$ cat src/rtl/core/skt_pkg.sv
// types and constants shared by the sorted key table core
// depends on nothing
`timescale 1ns / 1ps

package skt_pkg;

  localparam int KEY_W         = 64;
  localparam int OWN_W         = 4;
  localparam int POS_W         = 7;
  localparam int DEFAULT_DEPTH = 64;

  localparam logic [1:0] KIND_LOOKUP = 2'd0;
  localparam logic [1:0] KIND_INSERT = 2'd1;
  localparam logic [1:0] KIND_REMOVE = 2'd2;

  localparam logic [1:0] ST_OK      = 2'd0;
  localparam logic [1:0] ST_DUP     = 2'd1;
  localparam logic [1:0] ST_MISSING = 2'd2;
  localparam logic [1:0] ST_FULL    = 2'd3;

  typedef struct packed {
    logic [1:0]       kind;
    logic [KEY_W-1:0] key;
    logic [OWN_W-1:0] owner_in;
  } req_t;

  typedef struct packed {
    logic             found;
    logic [OWN_W-1:0] owner_out;
    logic [POS_W-1:0] position;
    logic [1:0]       status;
  } rsp_t;

  // per cycle command broadcast to every cell
  typedef struct packed {
    logic cmp;
    logic ins;
    logic rem;
  } cell_ctl_t;

endpackage

$ cat src/rtl/core/skt_cell.sv
// one table slot: holds a key and its owner, compares against the broadcast key
// and shifts toward either neighbor; depends on skt_pkg
`timescale 1ns / 1ps

module skt_cell
  import skt_pkg::*;
#(
  parameter int IDX   = 0,
  parameter int IDX_W = 7
) (
  input  logic             clk,
  input  cell_ctl_t        ctl,
  input  logic [KEY_W-1:0] key,
  input  logic [OWN_W-1:0] owner_new,
  input  logic [IDX_W-1:0] pos,
  input  logic [IDX_W-1:0] count,
  input  logic [KEY_W-1:0] up_key,
  input  logic [OWN_W-1:0] up_owner,
  input  logic [KEY_W-1:0] dn_key,
  input  logic [OWN_W-1:0] dn_owner,
  output logic [KEY_W-1:0] slot_key,
  output logic [OWN_W-1:0] slot_owner,
  output logic             lt,
  output logic             eq
);

  localparam logic [IDX_W-1:0] MY_IDX = IDX_W'(IDX);

  logic valid;

  assign valid = MY_IDX < count;

  always_ff @(posedge clk) begin
    if (ctl.cmp) begin
      lt <= valid && (slot_key < key);
      eq <= valid && (slot_key == key);
    end
  end

  // insert: slots above the gap take the lower neighbor, the gap takes the new word
  // remove: slots from the gap upward take the upper neighbor
  always_ff @(posedge clk) begin
    if (ctl.ins) begin
      if (MY_IDX > pos) begin
        slot_key   <= up_key;
        slot_owner <= up_owner;
      end else if (MY_IDX == pos) begin
        slot_key   <= key;
        slot_owner <= owner_new;
      end
    end else if (ctl.rem) begin
      if (MY_IDX >= pos) begin
        slot_key   <= dn_key;
        slot_owner <= dn_owner;
      end
    end
  end

endmodule

$ cat config.mk
export PLATFORM = sky130hd
export DESIGN_NAME = skt_cell
export DESIGN_NICKNAME = d
export VERILOG_FILES = /design/src/rtl/core/skt_pkg.sv /design/src/rtl/core/skt_cell.sv
export SDC_FILE = /design/constraint.sdc
export NUM_CORES = 1
export LEC_CHECK = 0
export BUFFER_PORTS_ARGS = -buffer_cell sky130_fd_sc_hd__buf_2
export CAP_MARGIN = 10
export CORE_MARGIN = 10
export CORE_UTILIZATION = 32
export DETAILED_ROUTE_END_ITERATION = 8
export PLACE_DENSITY_LB_ADDON = 0.2
export SYNTH_ARGS = -nofsm -noshare
export SYNTH_HDL_FRONTEND = slang
export SYNTH_SLANG_ARGS = --single-unit
$ cat constraint.sdc
create_clock -name clk -period 20.3 [get_ports clk]
set_input_delay 2.03 -clock clk [delete_from_list [all_inputs] [get_ports clk]]
set_output_delay 2.03 -clock clk [all_outputs]
set_load 0.02 [all_outputs]
==> results of run 1 <==
## cell type report
cell class,count,share of cell area
multi-input cells,233,0.355
flip-flops and latches,70,0.343
repair buffers,226,0.186
inverters,65,0.0398
clock buffers,11,0.0380
well taps,180,0.0367
clock inverters,3,0.00224
## critical path, stage by stage
cell                      delay, ns
sky130_fd_sc_hd__buf_2         0.09
sky130_fd_sc_hd__inv_1         0.04
sky130_fd_sc_hd__ha_1          0.29
sky130_fd_sc_hd__nand3_1       0.13
sky130_fd_sc_hd__nor4_1        0.56
sky130_fd_sc_hd__and4_2        0.37
sky130_fd_sc_hd__nand3_1       0.16
sky130_fd_sc_hd__nor4_1        0.23
sky130_fd_sc_hd__nor4b_1       0.09
## layer usage
layer,global-route usage,up-vias,routed length (µm)
met5,0,-,0
met3,0.0637,15,1390
met2,0.229,148,6220
li1,-,1858,-
met4,0.0571,0,244
met1,0.141,1685,5410
## worst paths after layout
kind	start	endpoint	slack (ns)	cells after the start
max	key[59]	lt$_DFFE_PP_	16.39	9
min	slot_key[23]$_DFFE_PP_	lt$_DFFE_PP_	0.85	4
max reg2reg	slot_key[60]$_DFFE_PP_	lt$_DFFE_PP_	17.80	7
min reg2reg	slot_key[23]$_DFFE_PP_	lt$_DFFE_PP_	0.85	4
## cell usage in the layout, fill, tap and decap left out, types with 3 or more instances in the layout
master / count
sky130_fd_sc_hd__a211oi_1: 3
sky130_fd_sc_hd__a21o_1: 6
sky130_fd_sc_hd__a21oi_1: 23
sky130_fd_sc_hd__buf_2: 223
sky130_fd_sc_hd__buf_4: 3
sky130_fd_sc_hd__clkbuf_16: 9
sky130_fd_sc_hd__edfxtp_1: 70
sky130_fd_sc_hd__ha_1: 64
sky130_fd_sc_hd__inv_1: 65
sky130_fd_sc_hd__mux2_2: 68
sky130_fd_sc_hd__nand2_1: 13
sky130_fd_sc_hd__nand3_1: 9
sky130_fd_sc_hd__nand4_1: 10
sky130_fd_sc_hd__nor4_1: 5
sky130_fd_sc_hd__o21ai_0: 3
sky130_fd_sc_hd__or4_1: 3
## registers in the layout, indices dropped and copies added (netlist names)
register	count
eq	1
slot_key	64
lt	1
slot_owner	4
## where the power goes
part	internal [mW]	leakage [nW]	switching (mW)	total, mW
Sequential	0.161	0.631	0.000445	0.162
Clock	0.0804	0.123	0.0560	0.136
Combinational	0.0280	2.18	0.0218	0.0498
Total	0.270	2.93	0.0783	0.348
## stage by stage
step | instances | hold slack (ns) | util
global route | 788 | 0.940 | 0.442
CTS | 788 | 0.850 | 0.442
finish | 788 | 0.848 | 0.442
floorplan | 376 | 0.949 | -
detailed placement | 774 | 0.841 | 0.424
global placement | 774 | 0.824 | 0.424
## cells by family (layout without fill, tap and decap cells)
group / after synthesis / in the layout / share of synthesized area
buf+inv: 73 / 305 / 0.0605
flops: 70 / 70 / 0.462
mux: 68 / 68 / 0.168
fa+ha+maj: 64 / 64 / 0.176
simple gates: 54 / 54 / 0.0674
compound gates: 47 / 47 / 0.0652
==> run summary, run 1 <==
### Routing
* 56 — drt first-iter violations
* 4.70 — number of vias per cell
* 3706 — routed via count
* 0 — DRC violation count after routing
* 4 — number of iterations in the first detailed-routing pass
* 13300 µm — aggregate routed wire length
* 16.8 µm — detailed-route wire length per cell
* 0 — number of nets with antenna violations after routing

### Clocking
* 0.05 ns — CTS clock-pin slew for the worst setup and hold paths
* 70 — number of sinks handled by clock tree synthesis
* 0 — Post-CTS Setup Bufs
* built — clock tree from TritonCTS
* 0 — count of instances resized after the clock tree is built
* 0 — hold-fix buffer count after cts
* 9 — clock buffer count from CTS
* 3 — number of H-tree branching levels
* 0.33 ns — worst skew pair latency
* sky130_fd_sc_hd__clkbuf_16 — clock root buffer
* 2 — CTS max path bufs

### GRT
* 0.135 — overall global routing resource usage
* 21100 µm — wire length of the first global-routing pass
* 69 — maximum number of pins on one net before global-route repair
* 1 — antenna violations before repair
* 4227 — number of global-route vias before repair
* 0 — remaining global-route overflow

### Logic synthesis
* 376 — gate count of the mapped netlist
* 0 — Yosys warning total
* 70 — Post-synth EDFFs
* sky130_fd_sc_hd__edfxtp_1, sky130_fd_sc_hd__ha_1, sky130_fd_sc_hd__mux2_2, sky130_fd_sc_hd__inv_1, sky130_fd_sc_hd__a21oi_1 — top cells by area, synth
* sky130_fd_sc_hd__edfxtp_1 — flip-flop cell with the highest count after synthesis
* 34 — count of cell types in the netlist
* sky130_fd_sc_hd__edfxtp_1 — cell with the most instances after synthesis
* 0.462 — share of the synthesized area in the top cell type
* 662 — Post-Syn Nets
* sky130_fd_sc_hd__edfxtp_1, sky130_fd_sc_hd__mux2_2, sky130_fd_sc_hd__inv_1 — top post-synthesis cells by count
* 70 — #FFs+latches synth
* 0 — ys async rst share
* 0.462 — share of synthesized area occupied by flip-flops and latches
* sky130_fd_sc_hd__edfxtp_1 — leading area contributor after synthesis
* 0.00455 mm² — area of the mapped netlist
* 12.1 µm² — Post-Syn Area per Cell

### STA
* 0 — count of endpoints failing hold in the final timing report
* 0.390 — Slew Limit Headroom
* 3.91 ns — final critical path time including I/O delays and setup
* 0 — Setup-failing EPs final
* 0.256 GHz — highest clock frequency the design can meet
* 0.915 ns — pin slew with the least headroom to its limit
* 0 — Slew Limit Fails
* 0.193 — crit share post-route
* 0 ns — TNS Setup
* 16.39 ns — final worst-path setup slack
* 0.00526 ns — worst clock skew
* false — RSZ-0062 raised after global routing

### Worst setup path
* 3.98 ns — worst endpoint data arrival time
* 20.37 ns — CP Data Required Time
* 3 — largest driver fanout on the critical path
* input pin — Critical Path Source Type
* input pin to flop — worst setup path category
* flop — CP Capture Type

### Die
* 139 µm — Die H
* 0.0194 mm² — die area
* 43 — row cnt
* 0.0139 mm² — area inside the core boundary
* 0.328 — effective utilization at floorplan
* 292 — total I/O pin count
* 139 µm — die span in x

### Power
* 348 µW — Final Total Pwr
* 56.8 mW/mm² — power density cells
* 2.93 nW — Leak
* 0.0327 mV — IR Drop Worst-Case VDD

### Layout
* 0.00218 mm² — total area of multi-input combinational cells
* 0 — ant diodes
* 0.00210 mm² — sequential cell area in the final layout
* 0.510 — share of final-layout standard cells stronger than drive strength 1
* 34.9% — Syn-to-layout area delta
* 891 — net count reported at finish
* 0.00613 mm² — cell area after layout
* 1388 — fill cell count

### Place
* 0.00589 mm² — standard cell area after detailed placement
* 11100 µm — HPWL after DPL
* 0.809 — final weighted congestion of routability-driven global placement
* 16.02 ns — post-placement worst setup slack
* 223 — port bufs

### Status
* completed — status

### Job
* 0 — reported max-cap violation count

### Min path
* flop to flop — hold crit path type

Note: power is estimated with default switching activity, not from simulation.
==> inputs of run 2 (changes only) <==
- clock period: 20.3 -> 3.34 ns (I/O delays scaled with it)
==> run 2 against run 1 <==
Effect of this change: non-clock buffer count decreased by 1; routed wire length increased by 0.93%; sequential power increased to 6.1 times the previous value; critical endpoint unchanged; clock-buffer cell count unchanged; sequential share of layout area decreased by 0.38 points; total power increased to 6.3 times the previous value; critical path type is now flop to flop; largest power group unchanged; cell area increased by 1.1%; register-to-register slack got worse by 17 ns.
==> run summary, run 2 (synthesis results as in run 1) <==
### Status
* completed — status, unchanged

### Clocking
* built — clock tree from TritonCTS, unchanged
* 0.33 ns — worst skew pair latency, about the same
* 3 — number of H-tree branching levels, unchanged
* 0 — Post-CTS Setup Bufs, unchanged
* 0.06 ns — CTS clock-pin slew for the worst setup and hold paths, was 0.05 ns
* 9 — clock buffer count from CTS, unchanged
* 0 — hold-fix buffer count after cts, unchanged
* 0 — count of instances resized after the clock tree is built, unchanged
* 2 — CTS max path bufs, unchanged
* 70 — number of sinks handled by clock tree synthesis, unchanged
* sky130_fd_sc_hd__clkbuf_16 — clock root buffer, unchanged

### Place
* 0.00593 mm² — standard cell area after detailed placement, was 0.00589 mm²
* 11100 µm — HPWL after DPL, about the same
* 0.791 — final weighted congestion of routability-driven global placement, was 0.809
* 223 — port bufs, unchanged

### Die
* 43 — row cnt, unchanged
* 0.0139 mm² — area inside the core boundary, unchanged
* 0.0194 mm² — die area, unchanged
* 292 — total I/O pin count, unchanged
* 0.328 — effective utilization at floorplan, unchanged
* 139 µm — die span in x, unchanged
* 139 µm — Die H, unchanged

### Worst setup path
* 0.59 ns — Worst path max stage delay, was 0.56 ns
* 0.81 ns — worst reg-to-reg setup slack, was 17.80 ns
* 3 — largest driver fanout on the critical path, unchanged
* sky130_fd_sc_hd__nor4_1 — slowest cell on the critical path, unchanged
* 2.59 ns — worst endpoint data arrival time, was 3.98 ns
* 3.40 ns — CP Data Required Time, was 20.37 ns
* flop to flop — worst setup path category, was input pin to flop
* flop — Critical Path Source Type, was input pin
* 0 — number of buffer and inverter stages on the critical path, was 2
* simple AND/OR/NAND/NOR gates — CP delay by family, top, unchanged
* flop — CP Capture Type, unchanged
* ha_1, nand3_1, nor4_1, and4_2, nand3_1, nor4_1, nor4b_1 — ordered cell list for the critical path, was buf_2, inv_1, ha_1, nand3_1, nor4_1, and4_2, nand3_1, nor4_1, nor4b_1

### Layout
* 0.00620 mm² — cell area after layout, was 0.00613 mm²
* 64 — max reg flops, unchanged
* 36.4% — Syn-to-layout area delta, was 34.9%
* sky130_fd_sc_hd__buf_2, sky130_fd_sc_hd__edfxtp_1, sky130_fd_sc_hd__mux2_2 — commonest cells after routing, fill and taps aside, unchanged
* 890 — net count reported at finish, was 891
* 0.511 — share of final-layout standard cells stronger than drive strength 1, was 0.510
* slot_key — Largest Register, unchanged
* slot_key: 64 flops, slot_owner: 4 flops — largest registers, unchanged
* sky130_fd_sc_hd__buf_2 — commonest non-fill, non-tap cell in the layout, unchanged
* 0.447 — post-layout util, was 0.442

### STA
* 0 — Setup-failing EPs final, unchanged
* 0.508 — Slew Limit Headroom, was 0.390
* 0 — count of endpoints failing hold in the final timing report, unchanged
* 0.758 — crit share post-route
* 0.234 ns — Final Hold Slack, was 0.848 ns
* 0.395 GHz — highest clock frequency the design can meet
* false — RSZ-0062 raised after global routing, unchanged
* 0.00698 ns — worst clock skew, was 0.00526 ns
* 0 — Slew Limit Fails, unchanged
* 0.731 ns — pin slew with the least headroom to its limit, was 0.915 ns
* 2.53 ns — final critical path time including I/O delays and setup

### Routing
* 4 — number of iterations in the first detailed-routing pass, unchanged
* 86 — drt first-iter violations, was 56
* 3685 — routed via count, was 3706
* 17.0 µm — detailed-route wire length per cell, was 16.8 µm
* 4.68 — number of vias per cell, was 4.70
* 13400 µm — aggregate routed wire length, was 13300 µm
* 0 — DRC violation count after routing, unchanged
* 0 — number of nets with antenna violations after routing, unchanged

### Power
* 2.95 nW — Leak, was 2.93 nW
* 355 mW/mm² — power density cells, was 56.8 mW/mm²
* 0.205 mV — IR Drop Worst-Case VDD, was 0.0327 mV
* 2.20 mW — Final Total Pwr, was 348 µW

### GRT
* 21500 µm — wire length of the first global-routing pass, was 21100 µm
* 0 — remaining global-route overflow, unchanged
* 4235 — number of global-route vias before repair, was 4227
* 69 — maximum number of pins on one net before global-route repair, unchanged
* 0 — antenna violations before repair, was 1
* 0.136 — overall global routing resource usage, was 0.135

### Min path
* input pin to flop — hold crit path type, was flop to flop

### Job
* 0 — reported max-cap violation count, unchanged

-- run 2: final timing paths --
| check | start | to | cells after the start |
|---|---|---|---|
| worst max-delay path | slot_key[60]$_DFFE_PP_ | lt$_DFFE_PP_ | 7 |
| worst min-delay path | ctl[2] | lt$_DFFE_PP_ | 1 |
| worst max register to register | slot_key[60]$_DFFE_PP_ | lt$_DFFE_PP_ | 7 |
| worst min register to register | slot_key[23]$_DFFE_PP_ | lt$_DFFE_PP_ | 4 |
-- run 2: final cells by class --
class | instances | area (µm²)
fill | 1356 | 7680
antenna | 1 | 2.50
tap | 180 | 225
inverter | 65 | 244
clock buffer | 11 | 233
timing repair buffer | 225 | 1150
clock inverter | 3 | 37.5
sequential | 70 | 2100
multi-input combinational | 233 | 2210
-- run 2: routing by layer --
metal,wire length [µm],GRT usage,up-vias
met5,0,0,-
met4,150,0.0439,0
met1,5620,0.152,1675
li1,-,-,1847
met3,1390,0.0627,11
met2,6220,0.224,152
-- run 2: through the flow --
step	setup slack [ns]	TNS, ns	instances
after detailed placement	0.686	0	773
after CTS	0.727	0	787
after floorplan	-0.0931	-6.33	376
final	0.810	0	788
after global placement	0.711	0	773
after global routing	0.526	0	787
-- run 2: power breakdown --
group	switching [mW]	leakage (nW)	internal, mW	total [mW]
clock	0.347	0.131	0.565	0.912
combinational	0.136	2.19	0.171	0.306
sequential	0.00284	0.632	0.980	0.983
