`config.mk`:
```
export PLATFORM = sky130hd
export DESIGN_NAME = skt_encode
export DESIGN_NICKNAME = d
export VERILOG_FILES = /design/src/rtl/core/skt_pkg.sv /design/src/rtl/core/skt_encode.sv
export SDC_FILE = /design/constraint.sdc
export NUM_CORES = 1
export LEC_CHECK = 0
export ABC_AREA = 1
export BUFFER_PORTS_ARGS = -buffer_cell sky130_fd_sc_hd__buf_2
export CORE_AREA = 2 2 153 155
export DETAILED_ROUTE_END_ITERATION = 12
export DIE_AREA = 0 0 155 157
export SYNTH_ARGS = -nofsm -noshare
export SYNTH_HDL_FRONTEND = slang
export SYNTH_SLANG_ARGS = --single-unit
```
`constraint.sdc`:
```
create_clock -name clk -period 1.15 [get_ports clk]
set_clock_uncertainty 0.05 [all_clocks]
set_input_delay 0.23 -clock clk [delete_from_list [all_inputs] [get_ports clk]]
set_output_delay 0.23 -clock clk [all_outputs]
set_load 0.03 [all_outputs]
```
`src/rtl/core/skt_pkg.sv`:
```
// types and constants shared by the sorted key table core
// depends on nothing
`timescale 1ns / 1ps

package skt_pkg;

  localparam int KEY_W         = 64;
  localparam int OWN_W         = 4;
  localparam int POS_W         = 7;
  localparam int DEFAULT_DEPTH = 64;

  localparam logic [1:0] KIND_LOOKUP = 2'd0;
  localparam logic [1:0] KIND_INSERT = 2'd1;
  localparam logic [1:0] KIND_REMOVE = 2'd2;

  localparam logic [1:0] ST_OK      = 2'd0;
  localparam logic [1:0] ST_DUP     = 2'd1;
  localparam logic [1:0] ST_MISSING = 2'd2;
  localparam logic [1:0] ST_FULL    = 2'd3;

  typedef struct packed {
    logic [1:0]       kind;
    logic [KEY_W-1:0] key;
    logic [OWN_W-1:0] owner_in;
  } req_t;

  typedef struct packed {
    logic             found;
    logic [OWN_W-1:0] owner_out;
    logic [POS_W-1:0] position;
    logic [1:0]       status;
  } rsp_t;

  // per cycle command broadcast to every cell
  typedef struct packed {
    logic cmp;
    logic ins;
    logic rem;
  } cell_ctl_t;

endpackage

```
`src/rtl/core/skt_encode.sv`:
```
// turns the per-cell compare flags into position, hit and stored owner
// depends on skt_pkg
`timescale 1ns / 1ps

module skt_encode
  import skt_pkg::*;
#(
  parameter int DEPTH = DEFAULT_DEPTH,
  parameter int IDX_W = 7
) (
  input  logic                        clk,
  input  logic                        en,
  input  logic [DEPTH-1:0]            lt,
  input  logic [DEPTH-1:0]            eq,
  input  logic [DEPTH-1:0][OWN_W-1:0] owners,
  output logic [IDX_W-1:0]            pos,
  output logic                        hit,
  output logic [OWN_W-1:0]            owner
);

  logic [IDX_W-1:0] pos_next;
  logic             hit_next;
  logic [OWN_W-1:0] owner_next;

  // lt flags form a thermometer, the first cell not below the key is the position
  always_comb begin
    pos_next   = '0;
    hit_next   = 1'b0;
    owner_next = '0;
    for (int i = 0; i < DEPTH; i++) begin
      if (!lt[i] && (i == 0 || lt[(i == 0) ? 0 : i - 1])) begin
        pos_next = pos_next | IDX_W'(i);
      end
      if (eq[i]) begin
        owner_next = owner_next | owners[i];
      end
      hit_next = hit_next | eq[i];
    end
    if (lt[DEPTH-1]) begin
      pos_next = IDX_W'(DEPTH);
    end
  end

  always_ff @(posedge clk) begin
    if (en) begin
      pos   <= pos_next;
      hit   <= hit_next;
      owner <= owner_next;
    end
  end

endmodule

```
==> out/results.ini, run 1 <==
[logic_synthesis]
synth-seq-area-share_pct=11.9
synth_area_leaders=nand2_1, nand4_1, nor2_1, edfxtp_1, inv_1
synth_edf_count=12
yosysWarnings=0
synth.avg_cell_area_um2=4.53
synth.cell_area_um2=3030
async_flop_share_pct=0
synth_nets=1055
ys_seq_elements=12
yosysMostFrequentCell=nand2_1
ys.flop_type=edfxtp_1
synthCells=669
ys_types=11
yosysTopAreaCell=nand2_1
yosysTopAreaCellShare_pct=48.9
yosys-top-cells-count=nand2_1, nor2_1, nand4_1, inv_1, edfxtp_1

[critical_path]
path_delay_family=flip-flops
arrival_ps=880
endpoint_kind=output pin
crit_buf_inv=1
crit_cells=1
path_max_fanout=1
crit_slowest_cell=edfxtp_1
cp-start-kind=flip-flop
slowest_delay_ps=460
worstSetupPathType=reg -> out
crit_chain=buf_6
cp_data_required_time_ps=870

[power]
power.total_mw=3.00
leakage_nw=3.41
power_density_nw_per_um2=513
vdd_drop_max_uv=543

[global_route]
track_usage_pct=17.6
grt_max_degree=13
globalRoute.totalOverflow=0
grt_pass1_vias=5659
grt_pass1_wl_um=32100
grt_antenna_before_repair=4

[cts]
cts_tree=done
path_clk_slew_ps=40
htree_levels=1
clkSinkCount=12
cts_setup_buffers=0
clockRootBuffer=clkbuf_16
clock_path_buffers=2
numCtsBuffers=3
ctsHoldBuffers=0

[floorplan]
pin_count=398
initial_core_util_pct=13.5
die_h_um=157
die_w_um=155
rows=55
fp.dieArea_um2=24300
coreArea_um2=22500

[detailed_routing]
num_vias=5788
drc=0
wl_per_cell_um=16.7
dr.pass1.iters=4
wirelength_um=23100
vias_per_cell=4.19
drt_iter0_markers=335
ant_nets=0

[sta]
setup_viol=2
slew_headroom_pct=79.7
hold_viol=0
rsz0062_at_grt=yes
max_freq_mhz=862
slew_viol_final=0
fin_crit_sh_pct=101
min_period_ps=1160
setup_slack_ps=-10.6
worstMarginPinSlew_ps=304

[layout]
utilization_pct=26.0
seq_area_um2=360
multiInputGateArea_um2=2600
nFillCells=2640
area_growth_syn_to_layout_pct=93.0
nets=1480
drive_gt1_share_pct=43.3

[placed_design]
port_buffers=397
gp_congestion=0.939
dp_hpwl_um=21500

[run]
drv_cap=0

[min_path]
hold_class=in -> reg
min_path_cells=2
hold_end=pos[6]$_SDFFCE_PP1P_
min_from=lt[63]

[run_status]
violations=setup timing
status=finished with violations

[per-stage QoR]
stage / instance area, um^2 / cells / hold slack, ps / setup slack, ps / TNS [ps]
floorplan: 3030 / 669 / 279 / 124 / 0
global placement: 5560 / 1376 / 521 / -404 / -2960
detailed placement: 5560 / 1376 / 524 / -414 / -3000
CTS: 5730 / 1378 / 279 / -33.2 / -79.4
global route: 5850 / 1379 / 305 / -38.3 / -139
finish: 5850 / 1380 / 302 / -10.6 / -14.8
[routing by layer]
metal | GRT usage, % | share of wire, % | vias up
met1 | 21.4 | 41 | 2518
li1 | - | - | 2970
met3 | 2.81 | 6.9 | 26
met5 | 0 | 0.12 | -
met4 | 1.76 | 1.4 | 4
met2 | 33.7 | 51 | 270
[worst max-delay path by stage]
stage | end | slack [ps] | start
2_1_floorplan | pos[4]$_SDFFCE_PP0P_ | 120 | lt[59]
3_3_place_gp | owner[2]$_DFFE_PP_ | -400 | eq[31]
3_5_place_dp | hit$_DFFE_PP_ | -410 | eq[48]
4_1_cts | owner[3]$_DFFE_PP_ | -30 | eq[62]
5_1_grt | owner[3]$_DFFE_PP_ | -40 | eq[63]
6_report | owner[0] | -10 | owner[0]$_DFFE_PP_
[what timing repair did]
| item | in CTS | in global routing |
|---|---|---|
| pin swaps | 16 | 28 |
| resized for setup | 35 | 46 |
| cloned | 0 | 0 |
| endpoints found under the setup margin | 8 | 14 |
[state kept, by name (all words and copies together), names as in the netlist]
signal  count
hit         1
owner       4
pos         7
[cell families (layout without fill, tap and decap cells)]
family	count (synthesis)	count (layout)	synth area share [%]
other	0	2	0
buffers and inverters	57	481	7.06
and+or+nand+nor	588	588	79.1
AOI/OAI and AO/OA	12	12	1.98
DFF	12	12	11.9
[report_power, final]
group / leakage (nW) / total [mW] / switching, mW / internal (mW)
registers: 0.119 / 0.527 / 0.0128 / 0.515
clock network: 0.0385 / 0.634 / 0.177 / 0.457
logic: 3.25 / 1.84 / 0.989 / 0.855
[cells in the final DEF (no fill, tap or decap), types with 4 or more instances in the layout]
master / instances
nor2_1: 90
o21ai_0: 4
nand2_2: 16
nor2_2: 25
nand2_1: 380
edfxtp_1: 12
buf_6: 9
a21oi_1: 4
buf_2: 386
inv_1: 57
buf_4: 23
nand4_1: 70
[cell type report]
class,instances,area share (%)
Clock buffer,3,1.28
Sequential cell,12,6.16
Tap cell,285,6.09
Antenna cell,2,0.0855
Clock inverter,1,0.0641
Multi-Input combinational cell,600,44.5
Timing Repair Buffer,420,38.2
Inverter,57,3.66
Note: power is estimated with default switching activity, not from simulation.
==> run 2: changes to the inputs <==
- CORE_AREA: 2 2 153 155 -> 10 10 148 150
- DIE_AREA: 0 0 155 157 -> 0 0 158 160
==> run 2 against run 1 <==
  * The run now ends clean
  * Routed wire length is 7.3% higher
  * Final area is 1.5% lower
  * Non-clock buffer count is 2 higher
  * Sequential share of layout area is 0.092 points higher
  * Via count hardly changed
  * Fmax is 2.1% higher
  * Power is 0.35% lower
  * Sequential power hardly changed
  * Clock-buffer cell count stayed put
  * Critical path depth stayed put
  * Core utilization is 4.2 points higher
  * First-iteration DRC count is 23% lower
==> out/results.ini, run 2 (same netlist as run 1, synthesis figures left out) <==
[floorplan]
coreArea_um2=19100  ; -15%
die_h_um=160  ; +1.9%
initial_core_util_pct=15.9  ; +2.4 points
rows=51  ; -7.3%
fp.dieArea_um2=25300  ; +3.9%
pin_count=398  ; unchanged
die_w_um=158  ; +1.9%

[sta]
slew_viol_final=0  ; unchanged
worstMarginPinSlew_ps=292  ; -12.1 ps
fin_crit_sh_pct=98.8  ; -2.1 points
holdWs_ps=312  ; +10.2 ps
slew_headroom_pct=80.6  ; +0.81 points
min_period_ps=1140  ; -24.4 ps
setup_viol=0  ; -2
max_freq_mhz=880  ; +2.1%
hold_viol=0  ; unchanged
setup_slack_ps=13.8  ; +24.4 ps
rsz0062_at_grt=yes
tns_ps=0  ; +14.8 ps

[cts]
clockRootBuffer=clkbuf_16
cts_tree=done
clkSinkCount=12  ; unchanged
cts_setup_buffers=0  ; unchanged
htree_levels=1  ; unchanged
clock_path_buffers=2  ; unchanged
path_clk_slew_ps=40  ; about the same
numCtsBuffers=3  ; unchanged

[critical_path]
crit_cells=1  ; unchanged
cp_data_required_time_ps=870  ; about the same
slowest_delay_ps=440  ; -20 ps
path_delay_family=flip-flops
worstSetupPathType=reg -> out
crit_chain=buf_6
arrival_ps=860  ; -20 ps
endpoint_kind=output pin
cp-start-kind=flip-flop
crit_slowest_cell=edfxtp_1
crit_buf_inv=1  ; unchanged
path_max_fanout=1  ; unchanged

[power]
leakage_nw=3.40  ; -0.30%
vdd_drop_max_uv=410  ; -25%
power_density_nw_per_um2=519  ; +1.1%
power.total_mw=2.99  ; -0.35%

[global_route]
grt_max_degree=13  ; unchanged
track_usage_pct=18.0  ; +0.35 points
grt_util_met3_pct=5.45  ; +2.6 points
grtUsageMet1_pct=19.5  ; -1.9 points
grt-busiest-layer=met2
globalRoute.totalOverflow=0  ; unchanged
grt_pass1_wl_um=35100  ; +9.4%
grt_use_met2_pct=34.0  ; +0.31 points
grt_pass1_vias=6101  ; +7.8%
grt_antenna_before_repair=3  ; -1

[placed_design]
placed_area_um2=5530  ; -0.65%
dp_slack_ps=-382  ; +32.3 ps
port_buffers=397  ; unchanged
gp_congestion=0.956  ; +1.8%
dp_hpwl_um=23000  ; +7.1%
placed_cells=1332  ; -3.2%

[min_path]
hold_class=in -> reg
min_from=lt[63]
min_path_cells=2  ; unchanged
hold_end=pos[6]$_SDFFCE_PP1P_

[layout]
drive_gt1_share_pct=42.9  ; -0.35 points
most-common-layout-cells=buf_2, nand2_1, nor2_1
largest_reg_flops=7  ; unchanged
nets=1482  ; +0.14%
top_regs=pos x7, owner x4, hit x1
multiInputGateArea_um2=2570  ; -1.0%
fin_area_um2=5770  ; -1.5%
seq_area_um2=360  ; unchanged
layout_commonest_cell=buf_2
final_cells=1335  ; -3.3%
top_register=pos
nFillCells=2260  ; -14%
area_growth_syn_to_layout_pct=90.2
utilization_pct=30.2  ; +4.2 points

[detailed_routing]
dr.pass1.iters=4  ; unchanged
drc=0  ; unchanged
wl_per_cell_um=18.6  ; +11%
vias_per_cell=4.33  ; +3.4%
wirelength_um=24800  ; +7.3%
ant_nets=0  ; unchanged
num_vias=5787  ; -0.017%
drt_iter0_markers=257  ; -23%

[run_status]
status=completed

[run]
drv_cap=0  ; unchanged

==> run 2: cell types whose count changed in the layout (fill, tap and decap cells not counted), moves of 2 or more <==
cell     change
nand2_1      +3
a21oi_2      -2
buf_8        -2
buf_4        +6
a21oi_1      +2
nand2_4      -2
o21ai_0      +2
==> run 2: worst max path at each step <==
| stage | slack, ps | start | endpoint |
|---|---|---|---|
| 2_1_floorplan | 120 | lt[59] | pos[4]$_SDFFCE_PP0P_ |
| 3_3_place_gp | -450 | eq[22] | owner[1]$_DFFE_PP_ |
| 3_5_place_dp | -380 | eq[22] | owner[1]$_DFFE_PP_ |
| 4_1_cts | -10 | eq[46] | owner[1]$_DFFE_PP_ |
| 5_1_grt | -20 | eq[47] | owner[1]$_DFFE_PP_ |
| 6_report | 10 | owner[1]$_DFFE_PP_ | owner[1] |
==> run 2: power breakdown <==
part / switching (mW) / internal, mW / total (mW)
registers: 0.0120 / 0.514 / 0.526
clock network: 0.183 / 0.458 / 0.641
logic: 0.976 / 0.852 / 1.83
total: 1.17 / 1.82 / 2.99
==> run 2: final cells by class <==
| type | instances | area share [%] |
|---|---|---|
| sequential | 12 | 6.25 |
| clock inverter | 1 | 0.0651 |
| inverter | 57 | 3.71 |
| timing repair buffer | 422 | 38.8 |
| clock buffer | 3 | 1.30 |
| multi-input combinational | 600 | 44.7 |
| antenna | 2 | 0.0868 |
| tap | 238 | 5.16 |
==> run 2: repair_timing <==
action | CTS | global route
resized for setup | 19 | 48
pin swaps | 7 | 24
setup endpoints to repair | 7 | 13
hold buffers | 0 | 0
==> run 2: routing by layer <==
layer | vias up | wire length, um
met1 | 2523 | 9250
met4 | 2 | 422
met3 | 26 | 2300
met2 | 265 | 12800
li1 | 2971 | -
met5 | - | 13
==> run 3: changes to the inputs <==
==> constraint.sdc (replaced) <==
create_clock -name clk -period 1.15 [get_ports clk]
set_clock_uncertainty 0.05 [all_clocks]
set_input_delay 0.115 -clock clk [delete_from_list [all_inputs] [get_ports clk]]
set_output_delay 0.115 -clock clk [all_outputs]
set_load 0.03 [all_outputs]
==> run 3 against run 2 <==
  * Core utilization decreased by 0.71 points
  * Clock power decreased by 0.9%
  * Die area unchanged
  * Power decreased by 1.9%
  * Final area decreased by 2.3%
  * Global-route usage about the same
  * Highest routed layer unchanged
==> out/results.ini, run 3 (same netlist as run 1, synthesis figures left out) <==
[run_status]
status=completed

[floorplan]
fp.dieArea_um2=25300  ; unchanged
rows=51  ; unchanged
die_h_um=160  ; unchanged
pin_count=398  ; unchanged
die_w_um=158  ; unchanged
initial_core_util_pct=15.9  ; unchanged
coreArea_um2=19100  ; unchanged

[sta]
hold_viol=0  ; unchanged
fin_crit_sh_pct=91.7  ; -7.1 points
setup_viol=0  ; unchanged
min_period_ps=1050  ; -81.6 ps
worstMarginPinSlew_ps=339  ; +47.3 ps
rsz0062_at_grt=yes
setup_slack_ps=95.4  ; +81.6 ps
holdWs_ps=188  ; -124 ps
slew_viol_final=0  ; unchanged
slew_headroom_pct=77.2  ; -3.4 points
max_freq_mhz=948  ; +7.7%
tns_ps=0  ; unchanged

[layout]
nets=1485  ; +0.20%
layout_commonest_cell=buf_2
top_register=pos
most-common-layout-cells=buf_2, nand2_1, nor2_1
seq_area_um2=360  ; unchanged
area_growth_syn_to_layout_pct=85.7
drive_gt1_share_pct=40.1  ; -2.8 points
fin_area_um2=5630  ; -2.3%
largest_reg_flops=7  ; unchanged
top_regs=pos x7, owner x4, hit x1
multiInputGateArea_um2=2480  ; -3.8%
nFillCells=2265  ; +0.22%

[placed_design]
gp_congestion=0.936  ; -2.1%
dp_hpwl_um=23000  ; -0.15%
placed_area_um2=5530  ; unchanged
port_buffers=397  ; unchanged
dp_slack_ps=-324  ; +57.6 ps

[power]
vdd_drop_max_uv=379  ; -7.5%
leakage_nw=3.39  ; -0.32%
power_density_nw_per_um2=522  ; +0.44%
power.total_mw=2.94  ; -1.9%

[cts]
cts_setup_buffers=0  ; unchanged
clock_path_buffers=2  ; unchanged
htree_levels=1  ; unchanged
ctsHoldBuffers=0  ; unchanged
path_clk_slew_ps=40  ; about the same
clkSinkCount=12  ; unchanged
numCtsBuffers=3  ; unchanged
clockRootBuffer=clkbuf_16
postCtsResizedCells=2  ; -17
cts_tree=done

[detailed_routing]
dr.pass1.iters=5  ; +1
num_vias=5801  ; +0.24%
drt_iter0_markers=307  ; +19%
top_layer=met5
routedLengthMet1_um=9550  ; +3.2%
wl_met2_um=12700  ; -0.28%
wirelength_um=24800  ; about the same
ant_nets=0  ; unchanged
drc=0  ; unchanged
wl_per_cell_um=18.5  ; -0.22%
wl_met3_um=2090  ; -9.0%
vias_per_cell=4.34  ; about the same

[global_route]
track_usage_pct=18.0  ; about the same
globalRoute.totalOverflow=0  ; unchanged
grt_pass1_vias=6207  ; +1.7%
grt_pass1_wl_um=35100  ; about the same
grt_antenna_before_repair=3  ; unchanged
grt_max_degree=13  ; unchanged

[critical_path]
path_max_fanout=3  ; +2
crit_chain=buf_2 -> buf_4 -> nand2_1 -> nand4_1 -> nor2_2 -> nand2_1 -> nor2_1 -> nand2_1
crit_slowest_cell=nor2_2
cp-start-kind=input port
path_delay_family=simple AND/OR/NAND/NOR gates
cp_data_required_time_ps=1080  ; +210 ps
crit_buf_inv=2  ; +1
slowest_delay_ps=200  ; -240 ps
endpoint_kind=flip-flop
worstSetupPathType=in -> reg
arrival_ps=990  ; +130 ps
cp_common_cell=nand2_1
crit_cells=8  ; +7

[min_path]
hold_class=in -> reg
min_path_cells=2  ; unchanged

[run]
drv_cap=0  ; unchanged

==> run 3: cell count changes in the layout (fill, tap and decap cells not counted), sizes merged <==
cell / change
buf: +3
==> run 3: per-stage QoR <==
stage               instances  util (%)
global placement         1332      29.0
global route             1338      29.5
detailed placement       1332      29.0
floorplan                 669         -
CTS                      1336      29.4
finish                   1338      29.5
==> run 3: final cells by class <==
class	instances	share of cell area [%]
clock buffer	3	1.33
multi-input combinational	600	44.0
sequential	12	6.40
clock inverter	1	0.0667
inverter	57	3.80
tap	238	5.29
timing repair buffer	425	39.0
antenna	2	0.0889
==> run 3: path summary, 6_finish.rpt <==
kind,startpoint,endpoint,slack (ps)
worst min-delay path,lt[63],pos[6]$_SDFFCE_PP1P_,190
worst max-delay path,eq[62],owner[1]$_DFFE_PP_,100
==> run 3: metal layers <==
layer	global-route usage, %	vias up
met5	0	-
met4	2.65	2
met3	4.97	22
met2	33.8	276
met1	19.8	2522
li1	-	2979
==> run 3: power breakdown <==
group	switching, mW	internal [mW]	leakage [nW]
logic	0.953	0.824	3.23
clock network	0.178	0.457	0.0385
registers	0.0104	0.514	0.119
total	1.14	1.80	3.39
